===== config.mk =====
export PLATFORM = sky130hd
export DESIGN_NAME = round_robin_ring_list_top
export DESIGN_NICKNAME = d
export VERILOG_FILES = /design/src/rtl/rrl_pkg.sv /design/src/rtl/rrl_free_stack.sv /design/src/rtl/rrl_ctrl.sv /design/src/rtl/round_robin_ring_list_top.sv
export SDC_FILE = /design/constraint.sdc
export NUM_CORES = 2
export LEC_CHECK = 0
export BUFFER_PORTS_ARGS = -buffer_cell sky130_fd_sc_hd__buf_2
export CAP_MARGIN = 10
export CELL_PAD_IN_SITES_DETAIL_PLACEMENT = 2
export CELL_PAD_IN_SITES_GLOBAL_PLACEMENT = 2
export CORE_ASPECT_RATIO = 1.2
export CORE_UTILIZATION = 40
export CTS_CLUSTER_SIZE = 10
export DETAILED_ROUTE_END_ITERATION = 7
export PLACE_DENSITY = 0.69
export SLEW_MARGIN = 20
export SYNTH_ARGS = -nofsm -noshare
export SYNTH_HDL_FRONTEND = slang
export SYNTH_SLANG_ARGS = --single-unit

===== constraint.sdc =====
create_clock -name i_clk -period 6.8 [get_ports i_clk]
set_clock_uncertainty 0.15 [all_clocks]
set_input_delay 0.68 -clock i_clk [delete_from_list [all_inputs] [get_ports i_clk]]
set_output_delay 0.68 -clock i_clk [all_outputs]
set_load 0.05 [all_outputs]

===== src/rtl/rrl_pkg.sv =====
// Shared types, operation codes and stream field layout for the round-robin ring list.
`default_nettype none

package rrl_pkg;

    localparam int MAX_ENTRIES_DEF = 64;
    localparam int ID_BITS_DEF     = 16;

    // Stream field widths
    localparam int OP_W    = 3;
    localparam int ID_W    = 16;
    localparam int POS_W   = 7;
    localparam int CNT_O_W = 7;

    localparam int S_TDATA_W = 40;
    localparam int M_TDATA_W = 32;

    // Input field positions
    localparam int OP_LSB  = 0;
    localparam int KEY_LSB = OP_LSB + OP_W;
    localparam int NID_LSB = KEY_LSB + ID_W;

    // Output field positions
    localparam int OK_LSB   = 0;
    localparam int POS_LSB  = OK_LSB + 1;
    localparam int HEAD_LSB = POS_LSB + POS_W;
    localparam int CNT_LSB  = HEAD_LSB + ID_W;

    localparam logic [OP_W-1:0] OP_INS_TAIL  = 3'd0;
    localparam logic [OP_W-1:0] OP_INS_HEAD  = 3'd1;
    localparam logic [OP_W-1:0] OP_INS_AFTER = 3'd2;
    localparam logic [OP_W-1:0] OP_REMOVE    = 3'd3;
    localparam logic [OP_W-1:0] OP_REM_HEAD  = 3'd4;
    localparam logic [OP_W-1:0] OP_ADVANCE   = 3'd5;
    localparam logic [OP_W-1:0] OP_FIND      = 3'd6;

    localparam logic [POS_W-1:0] POS_NONE = 7'h7F;

    typedef struct packed {
        logic rd;
        logic pop;
        logic push;
    } t_fs_ctl;

endpackage

`default_nettype wire


===== src/rtl/rrl_free_stack.sv =====
// Free-slot stack memory with a low-water mark standing in for its reset contents.
`default_nettype none

module rrl_free_stack #(
    parameter int MAX_ENTRIES = rrl_pkg::MAX_ENTRIES_DEF
) (
    input  wire                             i_clk,
    input  wire                             i_rst_n,
    input  rrl_pkg::t_fs_ctl                i_ctl,
    input  wire [$clog2(MAX_ENTRIES)-1:0]   i_rd_idx,
    input  wire [$clog2(MAX_ENTRIES)-1:0]   i_push_idx,
    input  wire [$clog2(MAX_ENTRIES)-1:0]   i_push_slot,
    output logic [$clog2(MAX_ENTRIES)-1:0]  o_slot
);
    import rrl_pkg::*;

    localparam int SLOT_W = $clog2(MAX_ENTRIES);
    localparam int CNT_W  = $clog2(MAX_ENTRIES + 1);

    logic [SLOT_W-1:0] mem_stack [MAX_ENTRIES];
    logic [SLOT_W-1:0] r_q;
    logic [SLOT_W-1:0] r_rd_idx;
    logic [CNT_W-1:0]  r_min;
    logic [CNT_W-1:0]  n_min;
    logic              below;

    // entries under the low-water mark were never popped, so hold their reset value
    assign below  = CNT_W'(r_rd_idx) < r_min;
    assign o_slot = below ? (SLOT_W'(MAX_ENTRIES - 1) - r_rd_idx) : r_q;

    always_comb begin
        n_min = r_min;
        if (i_ctl.pop && below) begin
            n_min = CNT_W'(r_rd_idx);
        end
    end

    always_ff @(posedge i_clk) begin
        if (!i_rst_n) begin
            r_min <= CNT_W'(MAX_ENTRIES);
        end else begin
            r_min <= n_min;
        end
    end

    always_ff @(posedge i_clk) begin
        if (i_ctl.push) begin
            mem_stack[i_push_idx] <= i_push_slot;
        end
        if (i_ctl.rd) begin
            r_q      <= mem_stack[i_rd_idx];
            r_rd_idx <= i_rd_idx;
        end
    end

endmodule

`default_nettype wire


===== src/rtl/rrl_ctrl.sv =====
// Ring sequencer: node memory, list pointers, link walk and result register.
`default_nettype none

module rrl_ctrl #(
    parameter int MAX_ENTRIES = rrl_pkg::MAX_ENTRIES_DEF,
    parameter int ID_BITS     = rrl_pkg::ID_BITS_DEF
) (
    input  wire                                 i_clk,
    input  wire                                 i_rst_n,
    input  wire                                 s_axis_tvalid,
    output logic                                s_axis_tready,
    input  wire [rrl_pkg::S_TDATA_W-1:0]        s_axis_tdata,
    output logic                                m_axis_tvalid,
    input  wire                                 m_axis_tready,
    output logic [rrl_pkg::M_TDATA_W-1:0]       m_axis_tdata,
    output rrl_pkg::t_fs_ctl                    o_fs_ctl,
    output logic [$clog2(MAX_ENTRIES)-1:0]      o_fs_rd_idx,
    output logic [$clog2(MAX_ENTRIES)-1:0]      o_fs_push_idx,
    output logic [$clog2(MAX_ENTRIES)-1:0]      o_fs_push_slot,
    input  wire [$clog2(MAX_ENTRIES)-1:0]       i_fs_slot
);
    import rrl_pkg::*;

    localparam int SLOT_W = $clog2(MAX_ENTRIES);
    localparam int CNT_W  = $clog2(MAX_ENTRIES + 1);
    localparam int NODE_W = ID_BITS + SLOT_W;
    localparam logic [CNT_W-1:0] MAX_C = CNT_W'(MAX_ENTRIES);
    localparam logic [CNT_W-1:0] ONE_C = CNT_W'(1);

    localparam logic [2:0] S_IDLE = 3'd0;
    localparam logic [2:0] S_INS  = 3'd1;
    localparam logic [2:0] S_SRCH = 3'd2;
    localparam logic [2:0] S_LNK  = 3'd3;
    localparam logic [2:0] S_HID  = 3'd4;
    localparam logic [2:0] S_WR2  = 3'd5;
    localparam logic [2:0] S_FIN  = 3'd6;

    logic [NODE_W-1:0]  mem_node [MAX_ENTRIES];
    logic [NODE_W-1:0]  r_node_q;

    logic [2:0]         r_state, n_state;
    logic [OP_W-1:0]    r_op, n_op;
    logic [ID_W-1:0]    r_key, n_key;
    logic [ID_W-1:0]    r_nid, n_nid;
    logic [SLOT_W-1:0]  r_tail, n_tail;
    logic [ID_BITS-1:0] r_tail_id, n_tail_id;
    logic [SLOT_W-1:0]  r_head, n_head;
    logic [ID_BITS-1:0] r_head_id, n_head_id;
    logic [CNT_W-1:0]   r_count, n_count;
    logic [SLOT_W-1:0]  r_cur, n_cur;
    logic [SLOT_W-1:0]  r_prev, n_prev;
    logic [ID_BITS-1:0] r_prev_id, n_prev_id;
    logic [CNT_W-1:0]   r_idx, n_idx;
    logic               r_ok, n_ok;
    logic [POS_W-1:0]   r_pos, n_pos;
    logic [SLOT_W-1:0]  r_wa, n_wa;
    logic [NODE_W-1:0]  r_wdata, n_wdata;
    logic               r_ovalid, n_ovalid;
    logic [M_TDATA_W-1:0] r_odata, n_odata;

    logic               node_we, node_re;
    logic [SLOT_W-1:0]  node_waddr, node_raddr;
    logic [NODE_W-1:0]  node_wdata;

    logic [ID_BITS-1:0] key_m, nid_m, q_id;
    logic [SLOT_W-1:0]  q_link;
    logic [OP_W-1:0]    op_in;
    logic               full, empty;
    logic [CNT_W-1:0]   top_m1, top_c;
    logic [ID_W-1:0]    head_out;

    assign key_m   = ID_BITS'(r_key);
    assign nid_m   = ID_BITS'(r_nid);
    assign q_id    = r_node_q[NODE_W-1:SLOT_W];
    assign q_link  = r_node_q[SLOT_W-1:0];
    assign op_in   = s_axis_tdata[OP_LSB +: OP_W];
    assign full    = r_count >= MAX_C;
    assign empty   = r_count == '0;
    assign top_c   = MAX_C - r_count;
    assign top_m1  = top_c - ONE_C;
    assign head_out = empty ? '0 : ID_W'(r_head_id);

    assign s_axis_tready = r_state == S_IDLE;
    assign m_axis_tvalid = r_ovalid;
    assign m_axis_tdata  = r_odata;

    assign o_fs_rd_idx    = SLOT_W'(top_m1);
    assign o_fs_push_idx  = SLOT_W'(top_c);
    assign o_fs_push_slot = r_cur;

    always_comb begin
        n_state   = r_state;
        n_op      = r_op;
        n_key     = r_key;
        n_nid     = r_nid;
        n_tail    = r_tail;
        n_tail_id = r_tail_id;
        n_head    = r_head;
        n_head_id = r_head_id;
        n_count   = r_count;
        n_cur     = r_cur;
        n_prev    = r_prev;
        n_prev_id = r_prev_id;
        n_idx     = r_idx;
        n_ok      = r_ok;
        n_pos     = r_pos;
        n_wa      = r_wa;
        n_wdata   = r_wdata;
        n_ovalid  = r_ovalid && !m_axis_tready;
        n_odata   = r_odata;

        node_we    = 1'b0;
        node_waddr = r_wa;
        node_wdata = r_wdata;
        node_re    = 1'b0;
        node_raddr = r_head;
        o_fs_ctl   = '0;

        unique case (r_state)
            S_IDLE: begin
                if (s_axis_tvalid) begin
                    n_op      = op_in;
                    n_key     = s_axis_tdata[KEY_LSB +: ID_W];
                    n_nid     = s_axis_tdata[NID_LSB +: ID_W];
                    n_ok      = 1'b0;
                    n_pos     = '0;
                    n_idx     = '0;
                    n_prev    = r_tail;
                    n_prev_id = r_tail_id;
                    n_cur     = r_head;
                    o_fs_ctl.rd = 1'b1;
                    n_state   = S_FIN;
                    unique case (op_in) inside
                        OP_INS_TAIL, OP_INS_HEAD: begin
                            if (!full) begin
                                n_state = S_INS;
                            end
                        end
                        OP_INS_AFTER: begin
                            if (!empty && !full) begin
                                node_re = 1'b1;
                                n_state = S_SRCH;
                            end
                        end
                        OP_REMOVE: begin
                            if (!empty) begin
                                node_re = 1'b1;
                                n_state = S_SRCH;
                            end
                        end
                        OP_FIND: begin
                            if (empty) begin
                                n_pos = POS_NONE;
                            end else begin
                                node_re = 1'b1;
                                n_state = S_SRCH;
                            end
                        end
                        OP_REM_HEAD, OP_ADVANCE: begin
                            if (!empty) begin
                                node_re = 1'b1;
                                n_state = S_LNK;
                            end
                        end
                        default: ;
                    endcase
                end
            end

            S_INS: begin
                o_fs_ctl.pop = 1'b1;
                n_ok    = 1'b1;
                n_count = r_count + ONE_C;
                node_we    = 1'b1;
                node_waddr = i_fs_slot;
                if (empty) begin
                    node_wdata = {key_m, i_fs_slot};
                    n_tail     = i_fs_slot;
                    n_head     = i_fs_slot;
                    n_tail_id  = key_m;
                    n_head_id  = key_m;
                    n_state    = S_FIN;
                end else begin
                    node_wdata = {key_m, r_head};
                    n_wa       = r_tail;
                    n_wdata    = {r_tail_id, i_fs_slot};
                    if (r_op == OP_INS_TAIL) begin
                        n_tail    = i_fs_slot;
                        n_tail_id = key_m;
                    end else begin
                        n_head    = i_fs_slot;
                        n_head_id = key_m;
                    end
                    n_state = S_WR2;
                end
            end

            S_SRCH: begin
                if (q_id == key_m) begin
                    n_ok    = 1'b1;
                    n_state = S_FIN;
                    if (r_op == OP_FIND) begin
                        n_pos = POS_W'(r_idx);
                    end else if (r_op == OP_INS_AFTER) begin
                        o_fs_ctl.pop = 1'b1;
                        node_we    = 1'b1;
                        node_waddr = i_fs_slot;
                        node_wdata = {nid_m, q_link};
                        n_wa       = r_cur;
                        n_wdata    = {q_id, i_fs_slot};
                        n_count    = r_count + ONE_C;
                        if (r_cur == r_tail) begin
                            n_tail    = i_fs_slot;
                            n_tail_id = nid_m;
                        end
                        n_state = S_WR2;
                    end else begin
                        o_fs_ctl.push = 1'b1;
                        if (r_count == ONE_C) begin
                            n_count = '0;
                            n_tail  = '0;
                        end else begin
                            node_we    = 1'b1;
                            node_waddr = r_prev;
                            node_wdata = {r_prev_id, q_link};
                            n_count    = r_count - ONE_C;
                            if (r_cur == r_tail) begin
                                n_tail    = r_prev;
                                n_tail_id = r_prev_id;
                            end
                            if (r_cur == r_head) begin
                                n_head     = q_link;
                                node_re    = 1'b1;
                                node_raddr = q_link;
                                n_state    = S_HID;
                            end
                        end
                    end
                end else if (r_idx == r_count - ONE_C) begin
                    if (r_op == OP_FIND) begin
                        n_pos = POS_NONE;
                    end
                    n_state = S_FIN;
                end else begin
                    n_idx      = r_idx + ONE_C;
                    n_prev     = r_cur;
                    n_prev_id  = q_id;
                    n_cur      = q_link;
                    node_re    = 1'b1;
                    node_raddr = q_link;
                end
            end

            S_LNK: begin
                n_ok = 1'b1;
                if (r_op == OP_ADVANCE) begin
                    n_tail     = r_head;
                    n_tail_id  = r_head_id;
                    n_head     = q_link;
                    node_re    = 1'b1;
                    node_raddr = q_link;
                    n_state    = S_HID;
                end else begin
                    o_fs_ctl.push = 1'b1;
                    if (r_count == ONE_C) begin
                        n_count = '0;
                        n_tail  = '0;
                        n_state = S_FIN;
                    end else begin
                        node_we    = 1'b1;
                        node_waddr = r_tail;
                        node_wdata = {r_tail_id, q_link};
                        n_count    = r_count - ONE_C;
                        n_head     = q_link;
                        node_re    = 1'b1;
                        node_raddr = q_link;
                        n_state    = S_HID;
                    end
                end
            end

            S_HID: begin
                n_head_id = q_id;
                n_state   = S_FIN;
            end

            S_WR2: begin
                node_we = 1'b1;
                n_state = S_FIN;
            end

            S_FIN: begin
                if (!r_ovalid || m_axis_tready) begin
                    n_ovalid = 1'b1;
                    n_odata  = {1'b0, CNT_O_W'(r_count), head_out, r_pos, r_ok};
                    n_state  = S_IDLE;
                end
            end

            default: begin
                n_state = S_IDLE;
            end
        endcase
    end

    always_ff @(posedge i_clk) begin
        if (!i_rst_n) begin
            r_state  <= S_IDLE;
            r_tail   <= '0;
            r_count  <= '0;
            r_ovalid <= 1'b0;
        end else begin
            r_state  <= n_state;
            r_tail   <= n_tail;
            r_count  <= n_count;
            r_ovalid <= n_ovalid;
        end
    end

    always_ff @(posedge i_clk) begin
        r_op      <= n_op;
        r_key     <= n_key;
        r_nid     <= n_nid;
        r_tail_id <= n_tail_id;
        r_head    <= n_head;
        r_head_id <= n_head_id;
        r_cur     <= n_cur;
        r_prev    <= n_prev;
        r_prev_id <= n_prev_id;
        r_idx     <= n_idx;
        r_ok      <= n_ok;
        r_pos     <= n_pos;
        r_wa      <= n_wa;
        r_wdata   <= n_wdata;
        r_odata   <= n_odata;
    end

    always_ff @(posedge i_clk) begin
        if (node_we) begin
            mem_node[node_waddr] <= node_wdata;
        end
        if (node_re) begin
            r_node_q <= mem_node[node_raddr];
        end
    end

endmodule

`default_nettype wire


===== src/rtl/round_robin_ring_list_top.sv =====
// Top level of the round-robin ring list.
//
// Ring of up to MAX_ENTRIES IDs kept as next-links in a node memory, with a
// free-slot stack in a second memory. One operation is in flight at a time;
// a finished result waits in the output register while the next operation is
// taken. Insert at tail or head writes the new node and, on a non-empty
// ring, relinks the old tail. Remove head and advance read the head link
// and then the new head's ID, if any; an unknown or refused operation is
// answered directly. Insert-after, remove and find walk the links from the
// head, one node memory read per cycle, until the key matches or every
// member is read. The walk is bound by the node memory read port.
// No clearing pass follows reset: the free stack tracks its lowest popped
// entry and serves untouched entries from their reset values.
`default_nettype none

module round_robin_ring_list_top #(
    parameter int MAX_ENTRIES = rrl_pkg::MAX_ENTRIES_DEF,
    parameter int ID_BITS     = rrl_pkg::ID_BITS_DEF
) (
    input  wire                           i_clk,
    input  wire                           i_rst_n,
    input  wire                           s_axis_tvalid,
    output logic                          s_axis_tready,
    // operation[2:0], key_id[18:3], new_id[34:19], zero[39:35]
    input  wire [rrl_pkg::S_TDATA_W-1:0]  s_axis_tdata,
    output logic                          m_axis_tvalid,
    input  wire                           m_axis_tready,
    // ok[0], position[7:1], head_id[23:8], member_count[30:24], zero[31]
    output logic [rrl_pkg::M_TDATA_W-1:0] m_axis_tdata
);
    import rrl_pkg::*;

    localparam int SLOT_W = $clog2(MAX_ENTRIES);

    t_fs_ctl           fs_ctl;
    logic [SLOT_W-1:0] fs_rd_idx;
    logic [SLOT_W-1:0] fs_push_idx;
    logic [SLOT_W-1:0] fs_push_slot;
    logic [SLOT_W-1:0] fs_slot;

    rrl_free_stack #(
        .MAX_ENTRIES (MAX_ENTRIES)
    ) u_free_stack (
        .i_clk       (i_clk),
        .i_rst_n     (i_rst_n),
        .i_ctl       (fs_ctl),
        .i_rd_idx    (fs_rd_idx),
        .i_push_idx  (fs_push_idx),
        .i_push_slot (fs_push_slot),
        .o_slot      (fs_slot)
    );

    rrl_ctrl #(
        .MAX_ENTRIES (MAX_ENTRIES),
        .ID_BITS     (ID_BITS)
    ) u_ctrl (
        .i_clk          (i_clk),
        .i_rst_n        (i_rst_n),
        .s_axis_tvalid  (s_axis_tvalid),
        .s_axis_tready  (s_axis_tready),
        .s_axis_tdata   (s_axis_tdata),
        .m_axis_tvalid  (m_axis_tvalid),
        .m_axis_tready  (m_axis_tready),
        .m_axis_tdata   (m_axis_tdata),
        .o_fs_ctl       (fs_ctl),
        .o_fs_rd_idx    (fs_rd_idx),
        .o_fs_push_idx  (fs_push_idx),
        .o_fs_push_slot (fs_push_slot),
        .i_fs_slot      (fs_slot)
    );

endmodule

`default_nettype wire


# Word-level counts from Yosys, hierarchy flattened
# Memory sizes are Yosys's and may differ from the RTL's. A register that Yosys moved wholly into a read port is not among the register bits.
# Index checks and enable logic that the tools add are counted.
# Widths: inputs -> output; s select.
dict set report op_classes {
  n_addsub 6
  n_lt_le_gt_ge 2
  n_eq_ne 40
  n_mux 146
  reduce_logical 36
}
# operator n
set op_table {}
lappend op_table {{$mux 6} 39}
lappend op_table {{$mux 16} 14}
lappend op_table {{$mux 22} 10}
lappend op_table {{$mux 7} 15}
lappend op_table {{$pmux 22 s3} 1}
lappend op_table {{$pmux 16 s2} 2}
lappend op_table {{$pmux 6 s3} 3}
lappend op_table {{$pmux 16 s3} 1}
lappend op_table {{$pmux 6 s2} 4}
lappend op_table {{$pmux 22 s2} 1}
lappend op_table {{$mux 3} 12}
lappend op_table {{$mux 1} 28}
lappend op_table {{$pmux 7 s2} 2}
lappend op_table {{$eq 3x3->1 const B} 8}
lappend op_table {{$pmux 7 s3} 1}
lappend op_table {{$pmux 3 s6} 1}
lappend op_table {{$eq 16x16->1} 1}
lappend op_table {{$eq 3x2->1 const B} 5}
lappend op_table {{$add 7x1->7 const B} 2}
lappend op_table {{$reduce_and 7->1} 2}
lappend op_table {{$eq 6x6->1} 2}
lappend op_table {{$ne 2x2->1 const B} 6}
lappend op_table {{$ne 3x1->1 const B} 4}
lappend op_table {{$pmux 3 s4} 1}
lappend op_table {{28 further kinds} 65}
dict set report totals {
  reg_bits 205
  mem_bits_rw 1792
  inputBits 44
  output_inout_bits 34
  word_cells 254
  mem_count 2
}
# name words word_bits rd rd_clocked_by_memory_dff write_ports line_no
set mem_list {}
lappend mem_list {u_ctrl.mem_node 64 22 1 1 1 rrl_ctrl.sv:38} ;# logic [NODE_W-1:0] mem_node [MAX_ENTRIES];
lappend mem_list {u_free_stack.mem_stack 64 6 1 1 1 rrl_free_stack.sv:20} ;# logic [SLOT_W-1:0] mem_stack [MAX_ENTRIES];

# Depth between registers and ports, before layout
dict set report logic_depth {
  ltp_word 8
  ltp_mapped 21
  depth_no_buf 13
}

# Cells and area by module
# A second synthesis with hierarchy kept.
dict set report unflattened {
  hier_cells 5639
  area_unflattened_um2 82811.9
}
# module n_inst cells_per_inst area_each_um2 seq_area_each_um2
set by_module_without_submodules {}
lappend by_module_without_submodules {rrl_ctrl 1 4783 66576.4 48536.6}
lappend by_module_without_submodules {rrl_free_stack 1 856 16235.6 12031.5}

# Least setup slack after synthesis
# Ideal clock, no wire load.
dict set report synth_path {
  path_type {reg-to-reg}
  start {register u_ctrl.r_count[0]}
  end {memory u_ctrl.mem_node[0][4] (netlist name), data pin}
  setup_ns 0.702
  t_arrival_ns 5.034
  t_required_ns 5.948
  path_slack_ns 0.914
  stages_incl_launch_ff 11
  n_path_buf 5
  synth_period_minus_slack_ns 5.886
  path_cell_list {dfxtp_1 buf_6 clkbuf_1 clkbuf_1 inv_1 ha_1 clkbuf_2 nand3_1 clkbuf_1 a21oi_1 o21ai_0}
}
dict set report synth_via {
  elab_chain_cells 6
  word_cells_on_any_way 10
  cone_classes {eq/ne (1); mux (8); reduce/logical (1)}
}
# element line_no
set synth_rtl {}
lappend synth_rtl {{start: declaration} rrl_ctrl.sv:49} ;# logic [CNT_W-1:0] r_count, n_count;
lappend synth_rtl {{start signal: assignment} rrl_ctrl.sv:315} ;# r_count <= n_count;
lappend synth_rtl {{$eq 7x1->1} {rrl_ctrl.sv:219, rrl_ctrl.sv:265}}
lappend synth_rtl {{$mux 22} rrl_ctrl.sv:219} ;# if (r_count == ONE_C) begin
lappend synth_rtl {{$mux 22} rrl_ctrl.sv:204} ;# end else if (r_op == OP_INS_AFTER) begin
lappend synth_rtl {{$mux 22} rrl_ctrl.sv:202} ;# if (r_op == OP_FIND) begin
lappend synth_rtl {{$mux 22} rrl_ctrl.sv:199} ;# if (q_id == key_m) begin
lappend synth_rtl {{$pmux 22 s3 *} rrl_ctrl.sv:119} ;# unique case (r_state)
lappend synth_rtl {{net u_ctrl.node_wdata[4]} rrl_ctrl.sv:63} ;# logic [NODE_W-1:0] node_wdata;
lappend synth_rtl {{end: declaration} rrl_ctrl.sv:38}
# Mark *: on every way through the listed nets, which the timed path passes. The rest lies on a longest branch.

# Worst setup path after layout
dict set report layout_path {
  start {register u_ctrl.r_count[1]}
  end {register u_ctrl.r_node_q[17], read port of u_ctrl.mem_node, data pin}
}
dict set report layout_via {
  elab_chain_cells 7
  word_cells_on_any_way 28
  cone_classes {add/sub (1); order compare (1); eq/ne (2); mux (20); reduce/logical (4)}
}
# element line_no
set layout_rtl {}
lappend layout_rtl {{$ge 7x7->1 or $logic_not 7->1 (tied branches)} {rrl_ctrl.sv:77, rrl_ctrl.sv:78}}
lappend layout_rtl {{$logic_not 1->1 (on tied branches)} --}
lappend layout_rtl {{$logic_and 1x1->1} rrl_ctrl.sv:140} ;# if (!empty && !full) begin
lappend layout_rtl {{$mux 1} rrl_ctrl.sv:140}
lappend layout_rtl {{$pmux 1 s2} rrl_ctrl.sv:133} ;# unique case (op_in) inside
lappend layout_rtl {{$mux 1} rrl_ctrl.sv:121} ;# if (s_axis_tvalid) begin
lappend layout_rtl {{$pmux 1 s3} rrl_ctrl.sv:119}
lappend layout_rtl {{end: declaration} rrl_ctrl.sv:39} ;# logic [NODE_W-1:0] r_node_q;
# Parallel ways exist; a longest one is shown, timed or not.
# A chain may end at the register's enable or synchronous reset.

==> results.json <==
{
  "r2r_start": "u_ctrl.r_count[1]",
  "path_clk_slew_ps": 60,
  "ant_nets": 0,
  "hold_viol": 0,
  "drt_iter0_markers": 4982,
  "drt_first_pass_iters": 5,
  "synth_top_area_cell": "edfxtp_1",
  "period_share": 0.885,
  "die_h_um": 502,
  "coreArea_um2": 207000,
  "synth.top_cell.area_share": 0.720,
  "rows": 183,
  "synth_common_cells": "edfxtp_1, nand3_1, o21ai_0",
  "dp_hpwl_mm": 172,
  "synthFlopType": "edfxtp_1",
  "grt_pass1_vias": 57517,
  "critPathCaptureType": "register",
  "setup_tns_ps": 0,
  "ir_drop_mv": 0.348,
  "avgRoutedWirePerCell_um": 34.7,
  "fin_crit_ps": 6020,
  "holdPathStages": 3,
  "tritoncts": "done",
  "hp-class": "in2reg",
  "maxCapViolations": 0,
  "n_fill_cell": 19309,
  "cts_sinks": 2025,
  "r2r-end": "u_ctrl.r_node_q[17]",
  "portBuffers": 71,
  "worstHoldEndpoint": "u_ctrl.r_state[1]",
  "syn_area_per_cell_um2": 15.3,
  "finalInstanceArea_um2": 95300,
  "place_inst": 8162,
  "rsz0062_at_grt": "false",
  "relSlewSlack": 0.148,
  "htree_levels": 4,
  "grt_max_degree": 117,
  "syn_inst": 5437,
  "worstSetupPathType": "reg2reg",
  "die_w_um": 419,
  "wirelength_mm": 294,
  "cp.arrival_ps": 6590,
  "ys_warn_count": 0,
  "synth-edff-count": 2001,
  "cts_root_buffer": "clkbuf_16",
  "tightest_slew_ps": 1260,
  "viasPerCell": 6.25,
  "synth.most_common_cell": "edfxtp_1",
  "gr-total-overflow": 0,
  "io_pins": 78,
  "ctsLongestPathBuffers": 3,
  "finalSetupViolCount": 0,
  "synth_area_leaders": "edfxtp_1, mux4_2, nand3_1",
  "yosysSeqAreaShare": 0.726,
  "detailed_place.area_um2": 88700,
  "power_leakage_nw": 31.0,
  "utilization": 0.460,
  "maxSlewViolCount": 0,
  "cp-start-kind": "register",
  "worstPathMaxFanout": 52,
  "post-route-drc-count": 0,
  "grt_pass1_wl_mm": 420,
  "antenna_found_initial": 12,
  "syn_area_um2": 83400,
  "dieArea_um2": 210000,
  "drive_above_1_share": 0.172,
  "nets": 5706,
  "gp_congestion": 0.836,
  "power_density_nw_per_um2": 541,
  "synthArstFlopShare": 0,
  "synth_cell_types": 79,
  "yosys_register_bits": 2025,
  "insertion_delay_ps": 880,
  "synth_nets": 5491,
  "cp.required_ps": 7370,
  "grt_usage": 0.277,
  "hold_start": "s_axis_tvalid",
  "status": "finished, final reports clean",
  "fmax_ghz": 0.166,
  "initial_core_util": 0.403,
  "area_growth_pct": 14.2,
  "cts_inserted_buffers": 224,
  "cts_resized": 0,
  "reg2reg_depth": 15,
  "fin_cells": 8481,
  "rrSetupSlack_ps": 780,
  "vias": 52994
}
## state kept, by name (all words and copies together) (netlist names), 7 cells and up
register,count
u_ctrl.r_idx,7
u_free_stack.mem_stack,384
u_ctrl.r_head_id,16
u_ctrl.mem_node,1408
u_ctrl.r_tail_id,16
u_ctrl.m_axis_tdata,31
u_ctrl.r_prev_id,16
u_ctrl.r_node_q,22
u_ctrl.nid_m,16
u_ctrl.key_m,16
u_ctrl.r_count,7
u_ctrl.r_pos,7
u_ctrl.r_wdata,22
u_free_stack.r_min,7
## through the flow
step	hold WS (ps)	setup WS, ps	power (W)
CTS	17.9	832	0.0515
finish	99.2	782	0.0516
global route	126	540	0.0531
detailed placement	257	859	0.0404
floorplan	250	914	0.0300
global placement	251	1090	0.0393
## metal layers
| metal | GRT usage | vias to the layer above | share of wire |
|---|---|---|---|
| met5 | 0 | - | 0.00019 |
| met4 | 0.124 | 4 | 0.045 |
| met3 | 0.0345 | 513 | 0.054 |
| met2 | 0.476 | 1950 | 0.51 |
| met1 | 0.350 | 28570 | 0.40 |
| li1 | - | 21957 | - |
## worst max-delay path, cell delays in order (launching register included)
cell and delay [ps]:
dfxtp_1 540, inv_1 220, ha_4 220, nor3b_1 140
buf_4 180, xnor2_1 140, a311oi_2 320, and4b_1 700
o31a_2 570, nand2_8 480, buf_12 370, mux4_2 260
o21ai_1 70, nor4_2 960, o21ai_0 310, nand3_1 180
## how the worst max path moves through the flow
stage                      startpoint               endpoint  slack, ps  depth (start not counted)
global route        u_ctrl.r_count[1]     u_ctrl.r_node_q[6]        540                         14
detailed placement  u_ctrl.r_count[1]    u_ctrl.r_node_q[19]        860                         12
floorplan           u_ctrl.r_count[0]  u_ctrl.mem_node[0][4]        910                         10
global placement    u_ctrl.r_count[1]    u_ctrl.r_node_q[19]       1090                         12
finish              u_ctrl.r_count[1]    u_ctrl.r_node_q[17]        780                         15
CTS                 u_ctrl.r_count[1]    u_ctrl.r_node_q[19]        830                         15
## layout by cell type (no fill, tap or decap), types with 12 or more instances in the layout
cell / count
a221o_1: 16
dlygate4sd3_1: 36
a211oi_1: 323
o41ai_1: 43
mux2_2: 21
o22ai_1: 20
nor2_2: 64
buf_12: 33
nor2_1: 159
o21ai_1: 48
buf_2: 71
mux2i_1: 213
o21ai_0: 327
or3_1: 12
clkbuf_1: 33
nor4_2: 16
xor2_1: 13
a21oi_1: 223
and3_1: 183
buf_4: 266
inv_1: 19
clkbuf_16: 228
o21ai_4: 20
xnor2_1: 35
dfxtp_1: 22
a211oi_2: 38
nor4_1: 34
nor3_1: 19
a21o_1: 18
nand3_1: 576
mux4_2: 164
a22oi_1: 14
nand4_1: 14
nand2_1: 192
edfxtp_1: 2001
and2_1: 22
## cell type report
class	instances	area [µm²]	area share
diodes	2	5.00	0.0000525
repair buffers	410	3480	0.0366
multi-input cells	2970	21500	0.226
flip-flops and latches	2025	60600	0.636
clock buffers	262	5840	0.0613
clock inverters	16	297	0.00311
well taps	2775	3470	0.0364
inverters	21	78.8	0.000827
## report_power, final
part           total, W  internal, W  leakage, nW  switching [W]
registers        0.0171       0.0166         18.3       0.000511
logic            0.0235      0.00686         9.72         0.0166
clock network    0.0110      0.00610         2.99        0.00486
## timing repair
item / in CTS / in global routing
endpoints found under the hold margin: 37 / 0
buffers inserted: 0 / 0
hold buffers: 36 / 0
## cells by family after synthesis
| family | count (synthesis) | synth area share |
|---|---|---|
| AO/OA/AOI/OAI | 1173 | 0.0909 |
| XOR/XNOR | 51 | 0.00552 |
| adder cells (fa/ha/maj) | 10 | 0.00150 |
| buffers and inverters | 442 | 0.0234 |
| flip-flops | 2025 | 0.726 |
| multiplexers | 398 | 0.0727 |
| other | 1 | 0.0000450 |
| AND/OR/NAND/NOR | 1337 | 0.0799 |
(Power assumes the default switching activity.)
